==> config.mk <==
export PLATFORM = sky130hd
export DESIGN_NAME = phce_front
export DESIGN_NICKNAME = d
export VERILOG_FILES = /design/src/sv/phce_pkg.sv /design/src/sv/phce_front.sv
export SDC_FILE = /design/constraint.sdc
export NUM_CORES = 1
export LEC_CHECK = 0
export BUFFER_PORTS_ARGS = -buffer_cell sky130_fd_sc_hd__buf_2
export CAP_MARGIN = 15
export CORE_AREA = 2 2 118 120
export DETAILED_ROUTE_END_ITERATION = 6
export DIE_AREA = 0 0 120 122
export PLACE_DENSITY = 0.7
export SETUP_SLACK_MARGIN = 0.02
export SYNTH_ARGS = -nofsm -noshare
export SYNTH_HDL_FRONTEND = slang
export SYNTH_SLANG_ARGS = --single-unit
==> constraint.sdc <==
create_clock -name clk_i -period 9.5 [get_ports clk_i]
set_input_delay 1.9 -clock clk_i [delete_from_list [all_inputs] [get_ports clk_i]]
set_output_delay 1.9 -clock clk_i [all_outputs]
set_load 0.01 [all_outputs]
==> src/sv/phce_pkg.sv <==
// Shared types and constants for the piecewise heat capacity evaluator.
`timescale 1ns / 1ps
package phce_pkg;

  // Input item kind codes
  localparam logic KIND_LOAD = 1'b0;
  localparam logic KIND_EVAL = 1'b1;

  // Result status codes
  localparam logic [1:0] ST_OK   = 2'd0;
  localparam logic [1:0] ST_ZERO = 2'd1;
  localparam logic [1:0] ST_SAT  = 2'd2;

  // ln(2) in Q4.30, operand width of the shared multiplier
  localparam logic signed [33:0] LN2_Q30 = 34'sd744261118;
  localparam int unsigned LOG_FRAC_BITS = 24;

  localparam logic signed [31:0] S32_MAX = 32'sh7fffffff;
  localparam logic signed [31:0] S32_MIN = 32'sh80000000;

  typedef struct packed {
    logic                kind;
    logic [3:0]          entry_index;
    logic [31:0]         temperature;
    logic signed [31:0]  entry_cp;
    logic signed [47:0]  entry_enthalpy;
    logic signed [31:0]  entry_entropy;
  } in_item_t;

  typedef struct packed {
    logic signed [31:0] cp_r;
    logic signed [31:0] h_rt;
    logic signed [31:0] s_r;
    logic [1:0]         status;
  } out_item_t;

  // Command classes produced by the front end
  typedef enum logic [1:0] {
    CMD_LOAD,
    CMD_DROP,
    CMD_EVAL,
    CMD_EVAL_ZERO
  } cmd_kind_e;

  typedef struct packed {
    cmd_kind_e op;
    in_item_t  item;
  } cmd_t;

endpackage

==> src/sv/phce_front.sv <==
// Front end: accepts input transactions and classifies them into commands.
`timescale 1ns / 1ps
module phce_front #(
  parameter int MaxPoints = 16
) (
  input  logic               clk_i,
  input  logic               rst_ni,
  input  logic               push_i,
  input  phce_pkg::in_item_t item_i,
  output logic               full_o,
  output logic               cmd_valid_o,
  output phce_pkg::cmd_t     cmd_o,
  input  logic               cmd_ready_i
);
  import phce_pkg::*;

  logic valid_q;
  cmd_t cmd_q, cmd_d;
  logic accept;

  assign full_o      = valid_q && !cmd_ready_i;
  assign accept      = push_i && !full_o;
  assign cmd_valid_o = valid_q;
  assign cmd_o       = cmd_q;

  // Classify: loads outside the table are dropped, zero queries short-cut
  always_comb begin
    cmd_d.item = item_i;
    unique case (item_i.kind)
      KIND_LOAD: begin
        cmd_d.op = (32'(item_i.entry_index) < 32'(MaxPoints)) ? CMD_LOAD : CMD_DROP;
      end
      KIND_EVAL: begin
        cmd_d.op = (item_i.temperature == '0) ? CMD_EVAL_ZERO : CMD_EVAL;
      end
      default: begin
        cmd_d.op = CMD_DROP;
      end
    endcase
  end

  always_ff @(posedge clk_i or negedge rst_ni) begin
    if (!rst_ni) begin
      valid_q <= 1'b0;
    end else if (accept) begin
      valid_q <= 1'b1;
    end else if (cmd_ready_i) begin
      valid_q <= 1'b0;
    end
  end

  always_ff @(posedge clk_i) begin
    if (accept) begin
      cmd_q <= cmd_d;
    end
  end

endmodule

==> impl_metrics.tcl <==
set metrics [dict create \
    outcome "complete, no violations" \
    clockBufferDepth 2 \
    grt_pass1_wl_mm 14.34 \
    yosysWarnings 0 \
    setup_tns_ps 0 \
    cts.htree.levels 4 \
    die_area_um2 14640 \
    vias 2861 \
    synth_nets 321 \
    final_common_cell "buf_2" \
    die_h_um 122 \
    critPathMostFrequentCell "buf_2" \
    critical-path-top-delay-family "buffers and inverters" \
    start_util_pct 34.39 \
    fin_worst_skew_ps 5.038 \
    drive_above_1_share_pct 66.53 \
    period_share_pct 44.46 \
    critical-path-max-stage-delay_ps 160 \
    powerDensity_nw_per_um2 219.8 \
    avgRoutedWirePerCell_um 15.64 \
    synth_cells 168 \
    row_count 43 \
    mostFrequentLayoutCells "buf_2 (305), edfxtp_1 (150), clkbuf_16 (17)" \
    avgSynthCellArea_um2 27.65 \
    period_minus_slack_ps 4223 \
    slowest_stage "nand2b_1" \
    grt.total_usage_pct 13.52 \
    path_buf_inv 3 \
    place_area_um2 6399 \
    fmax_ghz 0.2368 \
    clkTransAtPathRegs_ps 60 \
    slew_headroom_pct 32.04 \
    drc 0 \
    cts_resized 0 \
    crit_chain "buf_2, nand2b_1, inv_1, buf_2" \
    r2r_setup_slack_ps 6920 \
    die_w_um 120 \
    crit_arrival_ps 2320 \
    critPathCaptureType "output port" \
    leakagePower_nw 2.950 \
    cts_setup_buffers 0 \
    antenna_found_initial 0 \
    crit_type "in2out" \
    drtAntennaViolNets 0 \
    worstMarginPinSlew_ps 1019 \
    overflow 0 \
    grt_pass1_vias 2771 \
    required_ps 7600 \
    fin_hold_ws_ps 544.6 \
    path_max_fanout 3 \
    grt_start_max_net_pins 83 \
    maxCapViolCount 0 \
    cts.sinks 151 \
    synth-seq-cells 151 \
    slew_violations 0 \
    area_growth_pct 50.00 \
    io_buffer_count 305 \
    ios 306 \
    core_um2 13500 \
    hold_buffers 0 \
    hold_path_class "reg2reg" \
    critPathLaunchType "input pin" \
    setup_viol 0 \
    root_buffer "clkbuf_16" \
    firstDrtPassIters 4 \
    vias_per_cell 4.177 \
    layout.nets 645 \
    rsz0062_at_grt "false" \
    dp_hpwl_mm 8.116 \
    hold_viol 0 \
    nFillCells 1137 \
    fin_area_um2 6967 \
    cts_tree "done" \
    insertion_delay_ps 410 \
    diodes 0 \
    ys_seq_area_share_pct 97.52 \
    cts_made_buffers 17 \
    drtIter0Drc 142 \
    peakVddDrop_mv 0.1907 \
    gp_congestion 0.7641 \
    synth.distinct_cells 12 \
    syn_area_um2 4644 \
    routed_wl_mm 10.71 \
]
-- flip-flops by register name, summed over array words and instances, names as in the netlist --
register and cells:
cmd_valid_o 1, cmd_o 150
-- worst paths after layout --
path,from,to,cells past startpoint
worst max-delay path,cmd_ready_i,full_o,4
worst min-delay path,cmd_valid_o,cmd_valid_o,2
worst max register to register,cmd_valid_o,cmd_o[104],3
worst min register to register,cmd_valid_o,cmd_valid_o,2
max in group asynchronous,rst_ni,cmd_valid_o,1
min in group asynchronous,rst_ni,cmd_valid_o,1
-- layer usage --
metal	global-route usage, %	vias to the layer above	routed length (um)
met5	0	-	0
met4	4.412	0	120
met3	6.976	9	1026
met2	21.80	169	5442
met1	15.69	1344	4121
li1	-	1339	-
-- worst min-delay path, stage by stage (launching register included) --
cell and delay [ps]:
dfrtp_1 350, nand2b_1 90, nand2b_1 70
-- Yosys cell counts (all sizes together) --
cell | count | area (um2)
nand4 | 2 | 12.51
or3 | 1 | 6.260
nor4b | 1 | 15.01
nor3 | 1 | 10.01
dfrtp | 1 | 25.02
nor4 | 6 | 37.54
and2 | 1 | 6.260
buf | 1 | 7.510
inv | 1 | 3.750
nand2b | 2 | 12.51
edfxtp | 150 | 4504
nor2 | 1 | 3.750
-- power breakdown --
| group | internal, mW | leakage, nW | switching, mW | total (mW) |
|---|---|---|---|---|
| registers | 0.778 | 1.44 | 0.00885 | 0.787 |
| logic | 0.0455 | 1.23 | 0.0594 | 0.105 |
| clock network | 0.400 | 0.278 | 0.239 | 0.639 |
| total | 1.22 | 2.95 | 0.308 | 1.53 |
-- cell type report --
type	count	area, um2	area share [%]
sequential	151	4529	65.01
timing repair buffer	306	1534	22.02
clock buffer	24	471.7	6.771
tap	180	225.2	3.233
multi-input combinational	15	106.4	1.527
clock inverter	8	96.34	1.383
inverter	1	3.754	0.05388
-- per-stage QoR --
stage / setup WS [ps] / utilization [%] / cells / power [mW]
3_3_place_gp: 5278 / 47.38 / 653 / 0.9039
5_1_grt: 5212 / 51.59 / 685 / 1.582
4_1_cts: 5277 / 51.59 / 685 / 1.550
3_5_place_dp: 5278 / 47.38 / 653 / 0.9079
2_1_floorplan: 3503 / - / 168 / 0.8392
6_report: 5277 / 51.59 / 685 / 1.531
-- cell families (layout without fill, tap and decap cells) --
group	count (synthesis)	count (layout)	share of synthesized area, %
flops	151	151	97.52
simple gates	15	15	2.236
buf+inv	2	339	0.2424
(Power assumes the default switching activity.)
