$ cat src/sv/phce_fifo.sv
// Small synchronous FIFO used as the command queue and the result queue.
`timescale 1ns / 1ps
module phce_fifo #(
  parameter int Width = 8,
  parameter int Depth = 2
) (
  input  logic             clk_i,
  input  logic             rst_ni,
  input  logic             wr_i,
  input  logic [Width-1:0] wdata_i,
  output logic             full_o,
  input  logic             rd_i,
  output logic [Width-1:0] rdata_o,
  output logic             empty_o
);
  localparam int PtrW = (Depth > 1) ? $clog2(Depth) : 1;
  localparam int CntW = $clog2(Depth + 1);

  logic [Width-1:0] mem_q [Depth];
  logic [PtrW-1:0]  wr_ptr_q, rd_ptr_q;
  logic [CntW-1:0]  cnt_q;
  logic             wr_ok, rd_ok;

  assign full_o  = (cnt_q == CntW'(Depth));
  assign empty_o = (cnt_q == '0);
  assign wr_ok   = wr_i && !full_o;
  assign rd_ok   = rd_i && !empty_o;
  assign rdata_o = mem_q[rd_ptr_q];

  // Pointers and fill count
  always_ff @(posedge clk_i or negedge rst_ni) begin
    if (!rst_ni) begin
      wr_ptr_q <= '0;
      rd_ptr_q <= '0;
      cnt_q    <= '0;
    end else begin
      if (wr_ok) begin
        wr_ptr_q <= (wr_ptr_q == PtrW'(Depth - 1)) ? '0 : wr_ptr_q + 1'b1;
      end
      if (rd_ok) begin
        rd_ptr_q <= (rd_ptr_q == PtrW'(Depth - 1)) ? '0 : rd_ptr_q + 1'b1;
      end
      if (wr_ok && !rd_ok) begin
        cnt_q <= cnt_q + 1'b1;
      end else if (rd_ok && !wr_ok) begin
        cnt_q <= cnt_q - 1'b1;
      end
    end
  end

  // Storage
  always_ff @(posedge clk_i) begin
    if (wr_ok) begin
      mem_q[wr_ptr_q] <= wdata_i;
    end
  end

endmodule

$ cat config.mk
export PLATFORM = sky130hd
export DESIGN_NAME = phce_fifo
export DESIGN_NICKNAME = d
export VERILOG_FILES = /design/src/sv/phce_fifo.sv
export SDC_FILE = /design/constraint.sdc
export NUM_CORES = 1
export LEC_CHECK = 0
export BUFFER_PORTS_ARGS = -buffer_cell sky130_fd_sc_hd__buf_2
export CORE_UTILIZATION = 47
export CTS_BUF_LIST = sky130_fd_sc_hd__clkbuf_4 sky130_fd_sc_hd__clkbuf_8
export DETAILED_ROUTE_END_ITERATION = 8
export GPL_TIMING_DRIVEN = 0
export HOLD_SLACK_MARGIN = 0.03
export PLACE_DENSITY = 0.74
export SLEW_MARGIN = 15
export SYNTH_ARGS = -nofsm -noshare
export SYNTH_HDL_FRONTEND = slang
export SYNTH_SLANG_ARGS = --single-unit
$ cat constraint.sdc
create_clock -name clk_i -period 1.52 [get_ports clk_i]
set_clock_uncertainty 0.15 [all_clocks]
set_input_delay 0.304 -clock clk_i [delete_from_list [all_inputs] [get_ports clk_i]]
set_output_delay 0.304 -clock clk_i [all_outputs]
set_load 0.01 [all_outputs]
==> impl_metrics.env <==
export IMPL_wl_per_cell_um=15.5
export IMPL_grt_antenna_before_repair=0
export IMPL_syn_nets=57
export IMPL_gr_usage_all_layers_pct=16.1
export IMPL_yosys_area_share_adder_pct=1.60
export IMPL_grt_max_degree=13
export IMPL_floorplan_die_width_um=42.8
export IMPL_worstSetupPathType="reg2out"
export IMPL_critical_path_slowest_cell="dfrtp_1"
export IMPL_setup_slack_ps=-208
export IMPL_ctsRootBufferMaster="clkbuf_4"
export IMPL_violations="setup timing"
export IMPL_finalCritPeriodShare_pct=114
export IMPL_route_antenna_remaining_nets=0
export IMPL_compound_gate_portion_of_the_synthesized_area_pct=0.640
export IMPL_placedCellCount=81
export IMPL_dp_final_hpwl_um=775
export IMPL_floorplan_core_area_um2=1520
export IMPL_io_buffers=21
export IMPL_tritoncts="done"
export IMPL_worstPathMaxFanout=5
export IMPL_fin_hold_ws_ps=54.3
export IMPL_power_density_nw_per_um2=2000
export IMPL_layout_drive_gt1_share_pct=64.6
export IMPL_remaining_drcs=0
export IMPL_viasPerCell=4.94
export IMPL_num_vias=484
export IMPL_period_needed_ps=1730
export IMPL_globalplace_congestion=0.654
export IMPL_avgSynthCellArea_um2=17.8
export IMPL_ys_warnings_count=0
export IMPL_synthCells=44
export IMPL_synthesis_area_um2=782
export IMPL_timing_final_hold_violations=0
export IMPL_crit_path_end_kind="output port"
export IMPL_vdd_ir_max_uv=1470
export IMPL_synth_cell_types=15
export IMPL_fp_dieH_um=42.8
export IMPL_initial_core_util_pct=51.3
export IMPL_max_slew_worst_pin_slew_ps=254
export IMPL_critical_path_top_cell_by_count="buf_6"
export IMPL_timing_final_setup_violations=9
export IMPL_rsz0062_at_grt="yes"
export IMPL_power_leakage_nw=0.530
export IMPL_layout_common_cells="edfxtp_1 (16), buf_6 (13), buf_2 (11)"
export IMPL_grt_pass1_wl_um=2080
export IMPL_timing_max_slew_rel_slack_pct=83.0
export IMPL_post_layout_nonfiller_instances=98
export IMPL_io_pins=22
export IMPL_post_synth_xor_area_fraction_pct=6.56
export IMPL_worst_ep_required_time_ps=1070
export IMPL_finalMaxSlewViolations=0
export IMPL_row_count=14
export IMPL_critical_path_arrival_ps=1270
export IMPL_cts_bufs_inserted=3
export IMPL_max_cap_violations=0
export IMPL_synth_top_family_by_area="multiplexers"
export IMPL_max_freq_ghz=0.579
export IMPL_cts_num_sinks=20
export IMPL_yosys_mux_area_fraction_pct=11.5
export IMPL_areaGrowthSynthToFinish_pct=59.2
export IMPL_vias_in_the_first_global_route=477
export IMPL_drt_initial_drc_count=3
export IMPL_path_clk_slew_ps=110
export IMPL_nNetsFinal=96
export IMPL_ys_top_cells_by_area="edfxtp_1 (61%), dfrtp_1 (13%), mux2_1 (8.6%)"
export IMPL_outcome="complete, but fails checks"
export IMPL_hold_path_class="in2reg"
export IMPL_insertedDiodeCount=0
export IMPL_synth_largest_type_area_fraction_pct=61.4
export IMPL_cts_htree_levels=1
export IMPL_timing_critical_path_cells="buf_6, mux2_4, buf_6"
export IMPL_critical_path_max_stage_delay_ps=420
export IMPL_num_fill_cells=81
export IMPL_drtPass1Iterations=4
export IMPL_flops_latches_synth=20
export IMPL_synth_simple_area_share_pct=3.84
export IMPL_routed_wire_length_um=1520
export IMPL_yosys_area_top_type="edfxtp_1"
export IMPL_mostFrequentLayoutCell="edfxtp_1"
export IMPL_sequential_fraction_of_the_synthesis_area_pct=74.2
export IMPL_gr_total_overflow=0
export IMPL_clk_path_buf_depth=2
export IMPL_die_area_um2=1830
export IMPL_clk_latency_ps=290
export IMPL_startpoint_type="flip-flop"
## through the flow
stage | cell area (um2) | TNS [ps] | setup slack (ps) | utilization (%) | total power, mW
finish | 1240 | -1610 | -208 | 81.7 | 2.49
global route | 1240 | -1940 | -235 | 81.7 | 2.61
CTS | 1160 | -1730 | -225 | 76.1 | 2.31
detailed placement | 910 | -786 | -121 | 59.7 | 1.47
global placement | 910 | -399 | -90.3 | 59.7 | 1.45
floorplan | 785 | -5.99 | -5.99 | - | 1.27
## cells in the mapped netlist
| cell type | number |
|---|---|
| and3_1 | 1 |
| buf_2 | 1 |
| dfrtp_1 | 4 |
| edfxtp_1 | 16 |
| ha_1 | 1 |
| inv_1 | 2 |
| mux2_1 | 6 |
| mux2_2 | 2 |
| nand2_2 | 1 |
| nand2b_1 | 1 |
| nor2_1 | 3 |
| o21ai_1 | 1 |
| xnor2_1 | 2 |
| xnor2_2 | 1 |
| xor2_1 | 2 |
## layout make-up
cell class              instances  area, um2  share of cell area (%)
well taps                      16       20.0                    1.61
repair buffers                 34        290                    23.3
clock inverters                 1       30.0                    2.41
inverters                       2       7.51                   0.603
multi-input cells              21        282                    22.6
clock buffers                   3       22.5                    1.81
plain buffers                   1       11.3                   0.905
flip-flops and latches         20        582                    46.7
## state kept, by name, indices dropped and copies added (netlist names)
signal,count
rd_ptr_q,1
wr_ptr_q,1
mem_q,16
cnt_q,2
## power by group
group | internal [mW] | total, mW | switching [mW]
Clock | 0.266 | 0.422 | 0.156
Sequential | 0.769 | 0.878 | 0.109
Combinational | 0.707 | 1.19 | 0.482
## cells by family after synthesis
logic type | after synthesis
AO/OA/AOI/OAI | 1
XOR/XNOR | 5
adder cells (fa/ha/maj) | 1
buffers and inverters | 3
flip-flops | 20
multiplexers | 8
AND/OR/NAND/NOR | 6
## worst max-delay path: cells and delay by family (launching register included)
| family | cells | cell delay, ps |
|---|---|---|
| flops | 1 | 420 |
| mux | 1 | 300 |
| buf+inv | 2 | 270 |
## what timing repair did
action / 4_1_cts / 5_1_grt
pin swaps: 2 / 3
resized for setup: 26 / 12
hold buffers: 5 / 2
gates cloned: 1 / 0
hold endpoints to repair: 12 / 3
setup buffers: 3 / 2
endpoints found under the setup margin: 27 / 27
## routing by layer
layer	vias to the layer above	track usage [%]	wire length, um
met5	-	0	0
met2	16	27.0	833
met3	0	3.83	52
met1	235	20.5	630
li1	233	-	-
met4	0	5.63	0
## final timing paths
kind	from	end	slack, ps	depth (start not counted)
hold reg to reg	cnt_q[1]	cnt_q[1]	440	1
setup / recovery	rd_ptr_q	rdata_o[1]	-210	3
max in group asynchronous	rst_ni	cnt_q[1]	860	2
min in group asynchronous	rst_ni	wr_ptr_q	220	2
setup reg to reg	cnt_q[0]	cnt_q[1]	-10	7
hold / removal	wdata_i[5]	mem_q[1][5]	50	1
Note: power is estimated with default switching activity, not from simulation.
